`src/design/tiflf_pkg.sv`:
```
// shared types, byte codes and helpers for the telnet iac filter line framer
package tiflf_pkg;

	localparam int MAX_RES = 3;
	localparam int QDEPTH = 4;
	localparam int QAW = $clog2(QDEPTH);

	localparam logic [7:0] BYTE_IAC  = 8'd255;
	localparam logic [7:0] BYTE_WILL = 8'd251;
	localparam logic [7:0] BYTE_WONT = 8'd252;
	localparam logic [7:0] OPT_ECHO  = 8'd1;
	localparam logic [7:0] BYTE_CR   = 8'd13;
	localparam logic [7:0] BYTE_LF   = 8'd10;
	localparam logic [7:0] BYTE_NUL  = 8'd0;
	localparam logic [7:0] BYTE_SUB  = 8'd63;

	localparam logic DEST_USER = 1'b0;
	localparam logic DEST_PEER = 1'b1;

	typedef enum logic [2:0] {
		PH_TEXT = 3'b001,
		PH_IAC  = 3'b010,
		PH_CMD  = 3'b100
	} phase_t;

	typedef struct packed {
		logic       dest;
		logic [7:0] out_byte;
		logic       has_byte;
		logic       line_end;
		logic       echo_local;
		logic       last;
	} res_t;

	typedef struct packed {
		logic [1:0]     cnt;
		res_t [MAX_RES-1:0] res;
	} push_t;

	function automatic res_t mk_res(logic dest, logic [7:0] b, logic has, logic le);
		res_t r;
		r.dest       = dest;
		r.out_byte   = has ? b : 8'd0;
		r.has_byte   = has;
		r.line_end   = le;
		r.echo_local = 1'b0;
		r.last       = 1'b0;
		return r;
	endfunction

endpackage

```
`src/design/telnet_iac_filter_line_framer_top.sv`:
```
// top level of the telnet iac filter line framer
// Takes one received byte per cycle with its chunk-end flag, strips every
// three-byte sequence that starts with 255, answers WILL ECHO and WONT ECHO
// toward the peer and frames the remaining text into lines. A byte is
// registered on entry and decoded in the next cycle into zero to three result
// items, which go into a four-entry queue that drains one item per cycle while
// out_stall is low. Input is taken every cycle as long as the queue has room
// for the pending byte's results; a negotiation reply (three items) or a byte
// that flushes a held CR (two items) costs extra output cycles, so the sustained
// input rate is one byte per cycle for plain text when the output does not stall
// and is bounded by the single output port otherwise.
module telnet_iac_filter_line_framer_top (
	input  logic       clk,
	input  logic       arst_n,
	input  logic       in_valid,
	output logic       in_stall,
	input  logic [7:0] data_byte,
	input  logic       chunk_end,
	output logic       out_valid,
	input  logic       out_stall,
	output logic       dest,
	output logic [7:0] out_byte,
	output logic       has_byte,
	output logic       line_end,
	output logic       echo_local,
	output logic       last
);

	tiflf_pkg::push_t            push;
	logic [tiflf_pkg::QAW:0]     q_free;
	tiflf_pkg::res_t             head;

	tiflf_decode u_decode (
		.clk       (clk),
		.arst_n    (arst_n),
		.in_valid  (in_valid),
		.in_stall  (in_stall),
		.data_byte (data_byte),
		.chunk_end (chunk_end),
		.q_free    (q_free),
		.push      (push)
	);

	tiflf_queue u_queue (
		.clk       (clk),
		.arst_n    (arst_n),
		.push      (push),
		.q_free    (q_free),
		.out_valid (out_valid),
		.out_stall (out_stall),
		.head      (head)
	);

	assign dest       = head.dest;
	assign out_byte   = head.out_byte;
	assign has_byte   = head.has_byte;
	assign line_end   = head.line_end;
	assign echo_local = head.echo_local;
	assign last       = head.last;

endmodule

```
`src/design/tiflf_decode.sv`:
```
// input register, filter state and per-item result generation
module tiflf_decode (
	input  logic                        clk,
	input  logic                        arst_n,
	input  logic                        in_valid,
	output logic                        in_stall,
	input  logic [7:0]                  data_byte,
	input  logic                        chunk_end,
	input  logic [tiflf_pkg::QAW:0]     q_free,
	output tiflf_pkg::push_t            push
);

	logic                valid_s1;
	logic [7:0]          byte_s1;
	logic                ce_s1;

	tiflf_pkg::phase_t   phase_q, phase_n;
	logic [7:0]          held_cmd_q, held_n;
	logic                pcr_q, pcr_n;
	logic                lopen_q, lopen_n;
	logic                echo_q, echo_n;

	tiflf_pkg::res_t [tiflf_pkg::MAX_RES-1:0] r;
	logic [1:0]          n;
	logic [7:0]          reply;
	logic [7:0]          bb;
	logic                close_hit;
	tiflf_pkg::res_t     close_res;
	logic                space_ok;
	logic                consume;

	assign space_ok = {1'b0, n} <= q_free;
	assign consume  = valid_s1 && space_ok;
	assign in_stall = valid_s1 && !space_ok;

	// closing an open line: held cr carries the close, else a bare marker
	assign close_hit = pcr_q || lopen_q;
	assign close_res = pcr_q
		? tiflf_pkg::mk_res(tiflf_pkg::DEST_USER, tiflf_pkg::BYTE_CR, 1'b1, 1'b1)
		: tiflf_pkg::mk_res(tiflf_pkg::DEST_USER, tiflf_pkg::BYTE_NUL, 1'b0, 1'b1);

	always_comb begin
		r       = '0;
		n       = 2'd0;
		phase_n = phase_q;
		held_n  = held_cmd_q;
		pcr_n   = pcr_q;
		lopen_n = lopen_q;
		echo_n  = echo_q;
		reply   = 8'd0;
		bb      = byte_s1;
		unique case (phase_q)
			tiflf_pkg::PH_IAC: begin
				held_n  = byte_s1;
				phase_n = tiflf_pkg::PH_CMD;
				if (ce_s1) begin
					if (close_hit) begin
						r[n] = close_res;
						n    = n + 2'd1;
					end
					pcr_n   = 1'b0;
					lopen_n = 1'b0;
				end
			end
			tiflf_pkg::PH_CMD: begin
				phase_n = tiflf_pkg::PH_TEXT;
				if (byte_s1 == tiflf_pkg::OPT_ECHO && held_cmd_q == tiflf_pkg::BYTE_WILL) begin
					reply  = tiflf_pkg::BYTE_WONT;
					echo_n = 1'b0;
				end else if (byte_s1 == tiflf_pkg::OPT_ECHO
						&& held_cmd_q == tiflf_pkg::BYTE_WONT) begin
					reply  = tiflf_pkg::BYTE_WILL;
					echo_n = 1'b1;
				end
				if (reply != 8'd0) begin
					r[0] = tiflf_pkg::mk_res(tiflf_pkg::DEST_PEER, tiflf_pkg::BYTE_IAC,
						1'b1, 1'b0);
					r[1] = tiflf_pkg::mk_res(tiflf_pkg::DEST_PEER, reply, 1'b1, 1'b0);
					// reply on a chunk end also closes the line, dropping a held cr
					r[2] = tiflf_pkg::mk_res(tiflf_pkg::DEST_PEER, tiflf_pkg::OPT_ECHO,
						1'b1, ce_s1 && close_hit);
					n = 2'd3;
					if (ce_s1) begin
						pcr_n   = 1'b0;
						lopen_n = 1'b0;
					end
				end else if (ce_s1) begin
					if (close_hit) begin
						r[n] = close_res;
						n    = n + 2'd1;
					end
					pcr_n   = 1'b0;
					lopen_n = 1'b0;
				end
			end
			default: begin
				phase_n = tiflf_pkg::PH_TEXT;
				if (byte_s1 == tiflf_pkg::BYTE_IAC) begin
					phase_n = tiflf_pkg::PH_IAC;
					if (ce_s1) begin
						if (close_hit) begin
							r[n] = close_res;
							n    = n + 2'd1;
						end
						pcr_n   = 1'b0;
						lopen_n = 1'b0;
					end
				end else if (byte_s1 == tiflf_pkg::BYTE_LF) begin
					pcr_n   = 1'b0;
					r[0]    = tiflf_pkg::mk_res(tiflf_pkg::DEST_USER, tiflf_pkg::BYTE_LF,
						1'b1, 1'b1);
					n       = 2'd1;
					lopen_n = 1'b0;
				end else begin
					if (byte_s1 == tiflf_pkg::BYTE_NUL) begin
						if (close_hit) begin
							r[n] = close_res;
							n    = n + 2'd1;
						end
						pcr_n   = 1'b0;
						lopen_n = 1'b0;
						bb      = tiflf_pkg::BYTE_SUB;
					end else if (pcr_q) begin
						r[n]    = tiflf_pkg::mk_res(tiflf_pkg::DEST_USER, tiflf_pkg::BYTE_CR,
							1'b1, 1'b0);
						n       = n + 2'd1;
						pcr_n   = 1'b0;
						lopen_n = 1'b1;
					end
					if (bb == tiflf_pkg::BYTE_CR && !ce_s1) begin
						pcr_n   = 1'b1;
						lopen_n = 1'b1;
					end else begin
						r[n]    = tiflf_pkg::mk_res(tiflf_pkg::DEST_USER, bb, 1'b1, ce_s1);
						n       = n + 2'd1;
						lopen_n = !ce_s1;
					end
				end
			end
		endcase
		for (int k = 0; k < tiflf_pkg::MAX_RES; k++) begin
			r[k].echo_local = echo_n;
			r[k].last       = (2'(k) == n - 2'd1);
		end
	end

	always_comb begin
		push.res = r;
		push.cnt = consume ? n : 2'd0;
	end

	always_ff @(posedge clk or negedge arst_n) begin
		if (!arst_n) begin
			valid_s1 <= 1'b0;
		end else if (!in_stall) begin
			valid_s1 <= in_valid;
		end
	end

	always_ff @(posedge clk) begin
		if (in_valid && !in_stall) begin
			byte_s1 <= data_byte;
			ce_s1   <= chunk_end;
		end
	end

	always_ff @(posedge clk or negedge arst_n) begin
		if (!arst_n) begin
			phase_q    <= tiflf_pkg::PH_TEXT;
			held_cmd_q <= 8'd0;
			pcr_q      <= 1'b0;
			lopen_q    <= 1'b0;
			echo_q     <= 1'b1;
		end else if (consume) begin
			phase_q    <= phase_n;
			held_cmd_q <= held_n;
			pcr_q      <= pcr_n;
			lopen_q    <= lopen_n;
			echo_q     <= echo_n;
		end
	end

endmodule

```
`src/design/tiflf_queue.sv`:
```
// small result queue: takes up to three items a cycle, gives one while out_stall is low
module tiflf_queue (
	input  logic                    clk,
	input  logic                    arst_n,
	input  tiflf_pkg::push_t        push,
	output logic [tiflf_pkg::QAW:0] q_free,
	output logic                    out_valid,
	input  logic                    out_stall,
	output tiflf_pkg::res_t         head
);

	tiflf_pkg::res_t            mem_q [tiflf_pkg::QDEPTH];
	logic [tiflf_pkg::QAW-1:0]  wr_ptr_q;
	logic [tiflf_pkg::QAW-1:0]  rd_ptr_q;
	logic [tiflf_pkg::QAW:0]    cnt_q;
	logic                       pop;

	assign q_free    = (tiflf_pkg::QAW + 1)'(tiflf_pkg::QDEPTH) - cnt_q;
	assign out_valid = cnt_q != '0;
	assign pop       = out_valid && !out_stall;
	assign head      = mem_q[rd_ptr_q];

	always_ff @(posedge clk) begin
		for (int k = 0; k < tiflf_pkg::MAX_RES; k++) begin
			if (2'(k) < push.cnt) begin
				mem_q[wr_ptr_q + tiflf_pkg::QAW'(k)] <= push.res[k];
			end
		end
	end

	always_ff @(posedge clk or negedge arst_n) begin
		if (!arst_n) begin
			wr_ptr_q <= '0;
			rd_ptr_q <= '0;
			cnt_q    <= '0;
		end else begin
			wr_ptr_q <= wr_ptr_q + tiflf_pkg::QAW'(push.cnt);
			if (pop) begin
				rd_ptr_q <= rd_ptr_q + tiflf_pkg::QAW'(1);
			end
			cnt_q <= cnt_q + (tiflf_pkg::QAW + 1)'(push.cnt)
				- (tiflf_pkg::QAW + 1)'(pop);
		end
	end

endmodule

```
`config.mk`:
```
export PLATFORM = sky130hd
export DESIGN_NAME = telnet_iac_filter_line_framer_top
export DESIGN_NICKNAME = d
export VERILOG_FILES = /design/src/design/tiflf_pkg.sv /design/src/design/telnet_iac_filter_line_framer_top.sv /design/src/design/tiflf_decode.sv /design/src/design/tiflf_queue.sv
export SDC_FILE = /design/constraint.sdc
export NUM_CORES = 1
export LEC_CHECK = 0
export BUFFER_PORTS_ARGS = -buffer_cell sky130_fd_sc_hd__buf_2
export CORE_UTILIZATION = 45
export DETAILED_ROUTE_END_ITERATION = 8
export SLEW_MARGIN = 20
export SYNTH_ARGS = -nofsm -noshare
export SYNTH_HDL_FRONTEND = slang
export SYNTH_SLANG_ARGS = --single-unit
```
`constraint.sdc`:
```
create_clock -name clk -period 5.25 [get_ports clk]
set_input_delay 1.05 -clock clk [delete_from_list [all_inputs] [get_ports clk]]
set_output_delay 1.05 -clock clk [all_outputs]
set_load 0.01 [all_outputs]
```
Word level (Yosys, flattened, before mapping)
Memories as Yosys holds them, arrays and structs flattened.
Cells that the tools add are included.
- bits in registers: 31
- bits in writable memories: 52
- output and inout port bits: 15
- logic and storage cells: 118
- memories kept: 1
- add/sub/neg operators: 9
- magnitude comparators: 6
- equality and inequality tests: 10
- mux-type cells: 61
- reduce and logical (&&, ||, !) cells: 20
- memory list (name ; depth ; bits a word ; read ports ; clocked after memory_dff ; wr ports ; RTL line ; text):
    u_queue.mem_q ; 4 ; 13 ; 1 ; 0 ; 3 ; tiflf_queue.sv:12 ; tiflf_pkg::res_t mem_q [tiflf_pkg::QDEPTH];
- operators with widths (cell ; count):
    2-to-1 mux 13 bit ; 10
    2-to-1 mux 26 bit ; 3
    2-to-1 mux 8 bit ; 9
    one-hot mux 26 bit (2 select lines) ; 1
    bitwise mux 39 bit ; 1
    2-to-1 mux 39 bit ; 1
    demux 13 bit (select 2 bit) ; 1
    one-hot mux 13 bit (2 select lines) ; 1
    equality test 8 bit (second input constant) ; 3
    2-to-1 mux 1 bit ; 22
    2-to-1 mux 2 bit ; 10
    equality test 8 x 4 -> 1 bit (second input constant) ; 2
    logical AND 1 bit ; 9
    equality test 8 x 1 -> 1 bit (second input constant) ; 1
    logical NOT 8 bit ; 1
    nonzero test 8 bit ; 1
    adder 2 x 1 -> 2 bit (second input constant) ; 3
    one-hot mux 3 bit (2 select lines) ; 1
    logical NOT 1 bit ; 4
    less-than comparator 1 x 2 -> 1 bit (first input constant) ; 2
    one-hot mux 2 bit (2 select lines) ; 1
    adder 3 x 2 -> 3 bit ; 1
    equality test 3 x 2 -> 1 bit (second input constant) ; 1
    equality test 3 bit (second input constant) ; 1
    other kinds (16) ; 16

Logic depth before layout (Yosys ltp)
Gate-level depths: netlist of run 1.
- depth after elaboration: 17
- depth in mapped cells: 20
- depth with buffers taken out: 17

Cells and area by module
Synthesis of run 1 repeated with hierarchy kept, for this count alone.
- cell total of the unflattened synthesis: 550
- area total of the unflattened synthesis: 5211.2 sq um
- by module, submodules not included (module ; instances ; cells each ; area each (sq um) ; sequential area each (sq um)):
    tiflf_queue ; 1 ; 352 ; 3488.3 ; 1736.7
    tiflf_decode ; 1 ; 198 ; 1722.9 ; 648.1

Worst setup path after synthesis of run 1
No wires, ideal clock.
- kind: flip-flop to flip-flop
- from: register u_decode.byte_s1[4]
- to: memory u_queue.mem_q[0][0] (netlist name), enable pin
- setup time: 406 ps
- arrival: 4626 ps
- data required time: 4844 ps
- slack: 218 ps
- stages on the path, launching flop included: 16
- period minus slack after synthesis: 5032 ps
- cell sequence: edfxtp_1 -> or3_1 -> buf_2 -> or4_1 -> buf_2 -> ha_1 -> nor4_2 -> o21bai_4 -> buf_6 -> ha_1 -> nor2b_1 -> o211ai_1 -> and2_1 -> clkbuf_1 -> nand2_1 -> a221oi_1
- RTL lines (item ; RTL line ; text):
    start: declaration ; tiflf_decode.sv:14 ; logic [7:0] byte_s1;
    start signal: assignment ; tiflf_decode.sv:162 ; byte_s1 <= data_byte;
    end: declaration ; tiflf_queue.sv:12 ;

Final worst setup path of run 1
- from: register u_decode.byte_s1[6]
- to: output port in_stall
- longest elaborated chain between the ends: 14
- elaborated cells between the ends (all ways): 29
- those cells by class: add/sub: 1; order compare: 1; eq/ne: 4; mux: 16; reduce/logical: 7
- ends and longest elaborated chain (item ; RTL line ; text):
    logical NOT 8 bit ; tiflf_decode.sv:115 ; if (byte_s1 == tiflf_pkg::BYTE_NUL) begin
    2-to-1 mux 8 bit ; tiflf_decode.sv:115 ;
    2-to-1 mux 8 bit ; tiflf_decode.sv:108 ; end else if (byte_s1 == tiflf_pkg::BYTE_LF) begin
    2-to-1 mux 8 bit ; tiflf_decode.sv:98 ; if (byte_s1 == tiflf_pkg::BYTE_IAC) begin
    2-to-1 mux 8 bit ; tiflf_decode.sv:52 ; unique case (phase_q)
    equality test 8 x 4 -> 1 bit ; tiflf_decode.sv:130 ; if (bb == tiflf_pkg::BYTE_CR && !ce_s1) begin
    logical AND 1 bit ; tiflf_decode.sv:130 ;
    2-to-1 mux 2 bit ; tiflf_decode.sv:130 ;
    2-to-1 mux 2 bit ; tiflf_decode.sv:108 ;
    2-to-1 mux 2 bit ; tiflf_decode.sv:98 ;
    one-hot mux 2 bit (2 select lines) * ; tiflf_decode.sv:52 ;
    less-or-equal comparator 2 x 3 -> 1 bit * ; tiflf_decode.sv:32 ; assign space_ok = {1'b0, n} <= q_free;
    logical NOT 1 bit * ; tiflf_decode.sv:34 ; assign in_stall = valid_s1 && !space_ok;
    logical AND 1 bit * ; tiflf_decode.sv:34 ;
    end: declaration ; telnet_iac_filter_line_framer_top.sv:16 ; output logic in_stall,
Every way passes the cells marked *; elsewhere a longest branch is shown, timed or not. The select of a mux whose other input is x is not followed.

==> reports/qor.yml, run 1 <==
drt:
  wl_um: 11100
  drc: 0
  vias: 3439
  dr.pass1.iters: 5
  ant_nets: 0
  post_drt_wl_per_cell_um: 18.8
  routed_via_density: 5.80
  drtIter0Drc: 228
synthesis:
  synthCells: 426
  netlist_area_mm2: 0.00474
  synth_flop_cell: "edfxtp_1"
  synth_nets: 449
  synth_largest_area_cell: "edfxtp_1"
  syn_avg_cell_area_um2: 11.1
  yosysTopAreaCellShare: 0.386
  yosys_warnings: 0
  synthTopCellsByArea: "edfxtp_1 39%, dfrtp_1 11%, mux4_2 6.2%, a21oi_1 3.7%, nand2_1 3.6%"
  ys_ff_latch: 83
  seq_area_frac_synth: 0.503
  synth-edff-count: 61
  postSynth.asyncResetShare: 0.265
  yosysUniqueCellTypes: 64
cts:
  cts_tree: "yes"
  cts.htree.levels: 3
  hold_buffers: 0
  cts-root-buf: "clkbuf_8"
  clk_latency_ns: 0.36
  cts_max_path_buffers: 2
  clk_pin_slew_ns: 0.09
  clock_sinks: 83
  cts_made_buffers: 9
setup_path:
  path_class: "reg2out"
  worstPathArrival_ns: 3.96
  r2r_slack_ns: 0.28
  r2r_start: "u_decode.byte_s1[6]"
  critPathMaxFanout: 10
  cp_slowest_cell: "or4_1"
  max_stage_delay_ns: 0.66
  endpoint_kind: "primary output"
  critPathLaunchType: "flop"
  crit_chain: "or3_1, or4_1, ha_1, a21oi_4, inv_2, ha_1, nor2b_1, o211ai_1, buf_4, inv_1, nand2_1, inv_1, buf_2"
  rr_endpoint: "u_queue.mem_q[1][11]"
  r2r_cells: 14
  critPathRequiredTime_ns: 4.20
pwr:
  power_mw: 2.43
  peakVddDrop_mv: 0.173
  p_leak_nw: 1.90
  p_per_area_mw_per_mm2: 463
sta:
  finalClockSkew_ns: 0.0118
  tightest_slew_ns: 0.882
  fin_setup_tns_ns: 0
  drv_slew: 0
  slew_headroom: 0.412
  fmax_mhz: 200
  grt_setup_unrepaired: "no"
  final.min_clock_period_ns: 5.01
  finalHoldViolCount: 0
  final.period_utilization: 0.954
  setup-violations-final: 0
layout:
  syn2layout_area_growth_pct: 10.6
  num-fill-cells: 949
  multiInputGateArea_mm2: 0.00219
  seq_area_mm2: 0.00238
  diodes: 0
  drive_gt1_frac: 0.225
  final_nets: 475
  final_cells: 593
die:
  rows: 37
  fp.dieW_um: 105
  die_area_mm2: 0.0110
  start_util: 0.461
  io_pins: 28
  core_region_area_mm2: 0.0103
  die_y_um: 105
grt:
  grt_pass1_vias: 3415
  antenna_found_initial: 0
  grt_max_degree: 23
  overflow: 0
  grt_use_total: 0.217
  grt_pass1_wl_um: 18300
placement:
  gp_congestion: 0.899
  dpl.hpwl_um: 8090
  io_buffers: 27
  dp_cells: 576
worst_hold_path:
  hp-start: "u_decode.phase_q[0]"
  min_to: "u_decode.phase_q[0]"
  hp-class: "reg2reg"
  whs_path_depth: 2
flow_run:
  max_cap_viol_count: 0
status:
  outcome: "finished clean"
## critical path, delay by kind of cell (launching register included)
family	cells	cell delay [ns]
AOI/OAI and AO/OA	2	0.52
and+or+nand+nor	4	1.39
DFF	1	0.51
adders and majority gates	2	0.62
buffers and inverters	5	0.54
## routing by layer
| metal | global-route usage | vias to the layer above | wire length [µm] |
|---|---|---|---|
| li1 | - | 1652 | - |
| met1 | 0.295 | 1643 | 5080 |
| met2 | 0.355 | 122 | 5290 |
| met4 | 0.0835 | 0 | 257 |
| met5 | 0 | - | 0 |
| met3 | 0.0262 | 22 | 520 |
## area by class of cell
cell class	count	share of cell area
flip-flops and latches	83	0.455
multi-input cells	301	0.418
repair buffers	41	0.0458
well taps	136	0.0325
clock buffers	9	0.0236
clock inverters	7	0.0136
inverters	16	0.0115
## stage by stage
stage	setup WS [ns]	instance area, µm²	utilization	hold WS, ns
detailed placement	0.207	5040	0.490	0.488
global route	0.0127	5240	0.510	0.532
floorplan	0.218	4740	-	0.464
CTS	0.151	5230	0.509	0.511
finish	0.244	5240	0.510	0.511
global placement	0.306	5040	0.490	0.487
## cell usage in the layout (no fill, tap or decap), types with 5 or more instances in the layout
cell      synthesis  routed
nor3_1           19      18
a21oi_1          35      35
dfrtp_1          20      20
edfxtp_1         61      61
xnor2_1          10      10
nor2_1           32      31
inv_1            14      14
nand3_1           9       9
mux4_2           13      13
buf_2             8      27
a21oi_4           5       5
nand2_1          46      46
clkbuf_8          0       9
or3_1             5       5
o21a_1            5       5
mux2_2            8       8
nand2b_1         10      10
o21ai_0          16      16
buf_4             1      14
a211oi_1          8       8
ha_1              9       9
## what timing repair did
item,CTS,global route
resized for setup,0,1
buffers inserted,0,1
endpoints found under the setup margin,0,16
## power breakdown
group,internal [mW],switching (mW)
Combinational,0.400,0.483
Clock,0.185,0.265
Sequential,0.928,0.165
## flip-flops by register name (all words and copies together), names as in the netlist
register             count
u_decode.byte_s1         8
u_queue.wr_ptr_q         2
u_decode.lopen_q         1
u_queue.cnt_q            3
u_queue.mem_q           52
u_decode.held_cmd_q      8
u_queue.rd_ptr_q         2
u_decode.echo_q          1
u_decode.valid_s1        1
u_decode.ce_s1           1
u_decode.pcr_q           1
u_decode.phase_q         3
## how the worst max path moves through the flow
| stage | startpoint | end | slack (ns) | cells past startpoint |
|---|---|---|---|---|
| after floorplan | u_decode.byte_s1[4] | u_queue.mem_q[0][0] | 0.22 | 15 |
| after global placement | u_decode.byte_s1[6] | u_queue.mem_q[1][10] | 0.31 | 13 |
| after detailed placement | u_decode.byte_s1[6] | u_queue.mem_q[1][11] | 0.21 | 13 |
| after CTS | u_decode.byte_s1[6] | in_stall | 0.15 | 12 |
| after global routing | u_decode.byte_s1[6] | in_stall | 0.01 | 13 |
| final | u_decode.byte_s1[6] | in_stall | 0.24 | 13 |
## cell families (layout without fill, tap and decap cells)
family                     Yosys count  in the layout  synth area share
AOI/OAI and AO/OA                  104            104             0.156
xor gates and xnor gates            12             12            0.0222
adders and majority gates           10             10            0.0280
buffers and inverters               42             73            0.0377
DFF                                 83             83             0.503
muxes                               21             21            0.0807
and+or+nand+nor                    154            154             0.172
## cell usage after synthesis (3+ instances only)
cell      instances
o21ai_1           3
buf_2             8
o22ai_1           3
a31oi_1           4
a21oi_1          35
nor3_1           19
a22oi_1           4
ha_1              9
nor3_2            3
a211oi_1          8
nor2_1           32
inv_1            14
nor3b_1           4
a21oi_4           5
nand3_1           9
clkbuf_1         14
edfxtp_1         61
nand2_1          46
nand2b_1         10
mux2_2            8
o21a_1            5
nand4b_1          4
xnor2_1          10
o21ai_0          16
o211ai_1          4
or3_1             5
mux4_2           13
and2_1            3
dfrtp_1          20
Power figures use the tool's default switching activity.
==> inputs of run 2 (changes only) <==
PLACE_DENSITY_LB_ADDON = 0.3   (was default)
==> reports/qor.yml, run 2 (synthesis results as in run 1) <==
sta:
  final.period_utilization: 0.950  # -0.00346
  fin_setup_tns_ns: 0  # unchanged
  setup_slack_ns: 0.262  # +0.0182 ns
  fin_hold_ws_ns: 0.504  # -0.00668 ns
  grt_setup_unrepaired: "no"
  final.min_clock_period_ns: 4.99  # -0.0182 ns
  tightest_slew_ns: 0.940  # +0.0581 ns
  finalHoldViolCount: 0  # unchanged
  drv_slew: 0  # unchanged
  slew_headroom: 0.373  # -0.0387
  fmax_mhz: 200  # +0.36%
  finalClockSkew_ns: 0.0160  # +0.00414 ns
  setup-violations-final: 0  # unchanged
pwr:
  p_leak_nw: 1.91  # +0.44%
  p_per_area_mw_per_mm2: 465  # +0.53%
  peakVddDrop_mv: 0.212  # +22%
  power_mw: 2.44  # +0.70%
setup_path:
  endpoint_kind: "primary output"
  critPathRequiredTime_ns: 4.20  # about the same
  critPathMaxFanout: 10  # unchanged
  r2r_start: "u_decode.byte_s1[4]"
  critPathLaunchType: "flop"
  path_class: "reg2out"
  worstPathArrival_ns: 3.94  # -0.02 ns
  cp-startpoint: "u_decode.byte_s1[4]"
die:
  io_pins: 28  # unchanged
  start_util: 0.461  # unchanged
  core_region_area_mm2: 0.0103  # unchanged
  fp.dieW_um: 105  # unchanged
  die_area_mm2: 0.0110  # unchanged
  die_y_um: 105  # unchanged
  rows: 37  # unchanged
layout:
  top_register: "u_queue.mem_q"
  diodes: 0  # unchanged
  final_cells: 596  # +0.51%
  layout_common_cells: "61 x edfxtp_1, 46 x nand2_1, 35 x a21oi_1"
  post-route-util: 0.511  # +0.000852
  final_nets: 478  # +0.63%
  drive_gt1_frac: 0.230  # +0.00505
  largest_register_ffs: 52  # unchanged
  final_common_cell: "edfxtp_1"
  top_regs: "u_queue.mem_q (52), u_decode.byte_s1 (8), u_decode.held_cmd_q (8)"
  syn2layout_area_growth_pct: 10.7
  fin_area_mm2: 0.00525  # +0.17%
drt:
  ant_nets: 0  # unchanged
  routed_via_density: 5.91  # +1.9%
  drc: 0  # unchanged
  wl_um: 11000  # -1.1%
  post_drt_wl_per_cell_um: 18.5  # -1.6%
  drtIter0Drc: 246  # +7.9%
  vias: 3523  # +2.4%
  dr.pass1.iters: 5  # unchanged
cts:
  cts_tree: "yes"
  cts.htree.levels: 3  # unchanged
  cts_max_path_buffers: 2  # unchanged
  clk_latency_ns: 0.36  # about the same
  clk_pin_slew_ns: 0.10  # about the same
  hold_buffers: 0  # unchanged
  clock_sinks: 83  # unchanged
  cts-root-buf: "clkbuf_8"
  cts_made_buffers: 9  # unchanged
grt:
  grt_use_total: 0.213  # -0.00376
  grt_max_degree: 23  # unchanged
  antenna_found_initial: 0  # unchanged
  overflow: 0  # unchanged
  grt_pass1_vias: 3417  # +0.059%
  grt_pass1_wl_um: 18000  # -1.3%
worst_hold_path:
  hp-class: "reg2reg"
  hp-start: "u_decode.phase_q[0]"
placement:
  dpl.hpwl_um: 7870  # -2.7%
  dpl_cell_area_mm2: 0.00503  # -0.15%
  io_buffers: 27  # unchanged
  gp_congestion: 0.956  # +6.4%
  dpl_worst_slack_ns: 0.279  # +0.0715 ns
  dp_cells: 575  # -0.17%
status:
  outcome: "finished clean"
flow_run:
  max_cap_viol_count: 0  # unchanged
run 2: changes by cell type in the layout (fill, tap and decap cells not counted), sizes merged:
| cell | change |
|---|---|
| clkinv | -1 |
| inv | +1 |
| buf | +3 |
run 2: layout make-up:
cell class                      count  area, µm²
Fill cell                         933       5030
Sequential cell                    83       2380
Multi-Input combinational cell    301       2190
Timing Repair Buffer               44        263
Tap cell                          136        170
Clock buffer                        9        124
Inverter                           16       60.1
Clock inverter                      7       57.6
run 2: routing by layer:
layer | vias to the layer above | wire length, µm | track usage
met5 | - | 0 | 0
met4 | 0 | 235 | 0.0744
met3 | 21 | 781 | 0.0437
met2 | 172 | 5330 | 0.349
met1 | 1678 | 4670 | 0.280
li1 | 1652 | - | -
run 2: worst max-delay path: stages, from the launching register on:
cell      delay (ns)
edfxtp_1        0.47
or3_1           0.53
or4_1           0.66
ha_1            0.29
a21oi_4         0.34
inv_2           0.15
ha_1            0.34
nor2b_1         0.14
o211ai_1        0.17
buf_4           0.16
inv_1           0.04
nand2_1         0.10
inv_1           0.04
buf_2           0.13
run 2: final timing paths:
path                                          end  cells after the start  slack [ns]
min in group asynchronous  u_decode.held_cmd_q[3]                      1        0.64
max in group asynchronous     u_decode.phase_q[0]                      1        4.23
hold reg to reg               u_decode.phase_q[0]                      2        0.50
setup / recovery                         in_stall                     13        0.26
setup reg to reg                 u_queue.cnt_q[2]                     16        0.38
hold / removal                u_decode.phase_q[0]                      2        0.50
run 2: what timing repair did:
action / 4_1_cts / 5_1_grt
setup endpoints to repair: 0 / 12
gates resized for setup: 0 / 1
setup buffers: 0 / 5
run 2: where the power goes:
group,switching [mW],leakage [nW],internal (mW)
clock,0.258,0.0886,0.179
sequential,0.172,0.839,0.928
combinational,0.487,0.979,0.419
==> inputs of run 3 (changes only) <==
ABC_AREA = 1   (was default)
==> reports/qor.yml, run 3 <==
status:
  outcome: "finished clean"
synthesis:
  ys_ff_latch: 83  # unchanged
  synth_nets: 602  # +34%
  yosysUniqueCellTypes: 44  # -31%
  post-synth-top-count-cell: "nand2_1"
  synthCells: 579  # +36%
  postSynth.asyncResetShare: 0.265  # unchanged
  synthTopCellsByArea: "edfxtp_1 37%, nand2_1 11%, dfrtp_1 10%, nor2_1 6.8%, o21ai_0 4.5%"
  netlist_area_mm2: 0.00495  # +4.5%
  synth_commonest_cells: "150 x nand2_1, 90 x nor2_1, 61 x edfxtp_1"
  synth-edff-count: 61  # unchanged
  yosysTopAreaCellShare: 0.370  # -0.0165
  seq_area_frac_synth: 0.481  # -0.0215
  synth_flop_cell: "edfxtp_1"
  synth_largest_area_cell: "edfxtp_1"
  syn_avg_cell_area_um2: 8.56  # -23%
  yosys_warnings: 0  # unchanged
placement:
  io_buffers: 27  # unchanged
  dp_cells: 727  # +26%
  dpl.hpwl_um: 9790  # +24%
  gp_congestion: 0.972  # +1.7%
cts:
  clk_latency_ns: 0.37  # about the same
  cts_made_buffers: 9  # unchanged
  cts_resized: 0  # unchanged
  cts_setup_buffers: 0  # unchanged
  cts_max_path_buffers: 2  # unchanged
  hold_buffers: 0  # unchanged
  cts-root-buf: "clkbuf_8"
  clk_pin_slew_ns: 0.08  # -0.02 ns
  clock_sinks: 83  # unchanged
  cts_tree: "yes"
  cts.htree.levels: 3  # unchanged
drt:
  wl_um: 12700  # +15%
  post_drt_wl_per_cell_um: 17.1  # -7.4%
  drc: 0  # unchanged
  ant_nets: 0  # unchanged
  routed_via_density: 5.31  # -10%
  vias: 3937  # +12%
  dr.pass1.iters: 5  # unchanged
  drtIter0Drc: 290  # +18%
sta:
  final.period_utilization: 0.865  # -0.0849
  fmax_mhz: 220  # +9.8%
  finalHoldViolCount: 0  # unchanged
  drv_slew: 0  # unchanged
  setup-violations-final: 0  # unchanged
  finalClockSkew_ns: 0.00921  # -0.00676 ns
  grt_setup_unrepaired: "no"
  final.min_clock_period_ns: 4.54  # -0.446 ns
  fin_hold_ws_ns: 0.513  # +0.00873 ns
  tightest_slew_ns: 1.03  # +0.0917 ns
  slew_headroom: 0.306  # -0.0673
  fin_setup_tns_ns: 0  # unchanged
grt:
  grt_pass1_wl_um: 20200  # +12%
  grt_use_total: 0.241  # +0.0285
  antenna_found_initial: 0  # unchanged
  overflow: 0  # unchanged
  grt_pass1_vias: 3802  # +11%
  grt_max_degree: 30  # +30%
setup_path:
  worstPathArrival_ns: 4.54  # +0.60 ns
  rr_endpoint: "u_queue.mem_q[1][9]"
  path_class: "reg2reg"
  endpoint_kind: "flop"
  r2r_slack_ns: 0.71  # +0.33 ns
  critPathLaunchType: "flop"
  r2r_cells: 20  # +4
  r2r_start: "u_decode.byte_s1[2]"
  critPathRequiredTime_ns: 5.25  # +1.05 ns
  critPathMaxFanout: 18  # +8
layout:
  top_register: "u_queue.mem_q"
  layout_common_cells: "150 x nand2_1, 90 x nor2_1, 61 x edfxtp_1"
  largest_register_ffs: 52  # unchanged
  drive_gt1_frac: 0.165  # -0.0654
  final_cells: 742  # +24%
  diodes: 0  # unchanged
  num-fill-cells: 1004  # +7.6%
  final_nets: 625  # +31%
  multiInputGateArea_mm2: 0.00225  # +2.6%
  syn2layout_area_growth_pct: 7.43
  seq_area_mm2: 0.00238  # unchanged
  final_common_cell: "nand2_1"
  top_regs: "u_queue.mem_q (52), u_decode.byte_s1 (8), u_decode.held_cmd_q (8)"
pwr:
  power.switching_mw: 1.01  # +9.9%
  p_leak_nw: 2.45  # +29%
  clkPwrFrac: 0.163  # -0.016
  swShare: 0.415  # +0.0393
  p_per_area_mw_per_mm2: 457  # -1.9%
  seqPwrFrac: 0.440  # -0.010
  comb_power_share: 0.397  # +0.026
  peakVddDrop_mv: 0.223  # +5.2%
  internal_power_mw: 1.42  # -6.8%
die:
  core_region_area_mm2: 0.0105  # +2.3%
  die_area_mm2: 0.0114  # +4.4%
  rows: 37  # unchanged
  start_util: 0.471  # +0.00996
  io_pins: 28  # unchanged
  fp.dieW_um: 107  # +2.2%
  die_y_um: 107  # +2.2%
flow_run:
  max_cap_viol_count: 0  # unchanged
worst_hold_path:
  min_to: "u_decode.held_cmd_q[5]"
  whs_path_depth: 1  # -1
  hp-start: "u_decode.held_cmd_q[5]"
  hp-class: "reg2reg"
[run 3: critical path: stages, from the launching register on]
cell	delay, ns
edfxtp_1	0.49
nor2_1	0.22
nand2_1	0.16
nor2_4	0.21
nand2_2	0.13
nand2_4	0.12
ha_1	0.24
inv_1	0.05
nand3_1	0.06
o21ai_1	0.07
nand2_1	0.09
nand2_4	0.19
ha_1	0.18
nor2_1	0.05
o211ai_2	0.15
nand2_1	0.18
inv_1	0.47
nand3_4	0.30
nor2_4	0.26
inv_4	0.08
nand3_1	0.47
[run 3: metal layers]
metal	part of all wire	track usage
met3	0.041	0.0292
met4	0.025	0.0988
met2	0.50	0.417
met1	0.43	0.306
met5	0	0
[run 3: power by group through the flow]
stage	Sequential [mW]	Clock (mW)	Combinational (mW)
floorplan	1.01	0	0.725
CTS	1.07	0.404	0.973
global route	1.09	0.429	1.08
detailed placement	1.08	0	0.969
global placement	1.08	0	0.948
finish	1.07	0.395	0.965
[run 3: per-stage QoR]
stage          total power, mW  setup slack (ns)   util  area, µm²
3_3_place_gp              2.02             0.906  0.491       5160
2_1_floorplan             1.73              1.56      -       4950
4_1_cts                   2.44             0.723  0.506       5320
6_report                  2.43             0.708  0.506       5320
3_5_place_dp              2.05             0.756  0.491       5160
5_1_grt                   2.60             0.270  0.506       5320
[run 3: worst max-delay path by stage]
stage	startpoint	endpoint	slack, ns	cells past startpoint
2_1_floorplan	u_decode.byte_s1[2]	u_queue.mem_q[2][0]	1.56	21
3_3_place_gp	u_decode.byte_s1[7]	u_queue.mem_q[2][12]	0.91	20
3_5_place_dp	u_decode.byte_s1[2]	u_queue.mem_q[2][10]	0.76	20
4_1_cts	u_decode.byte_s1[2]	u_queue.mem_q[2][12]	0.72	20
5_1_grt	u_decode.byte_s1[2]	u_queue.mem_q[2][10]	0.27	20
6_report	u_decode.byte_s1[2]	u_queue.mem_q[1][9]	0.71	20
[run 3: layout make-up]
type,count,share of cell area
Sequential cell,83,0.448
Multi-Input combinational cell,424,0.423
Inverter,57,0.0421
Tap cell,136,0.0320
Timing Repair Buffer,27,0.0254
Clock buffer,9,0.0233
Clock inverter,6,0.00635
[run 3: kinds of logic after synthesis]
logic type / synth area share
fa+ha+maj: 0.0268
simple gates: 0.304
compound gates: 0.104
xor+xnor: 0.0106
buf+inv: 0.0644
flops: 0.481
mux: 0.00909
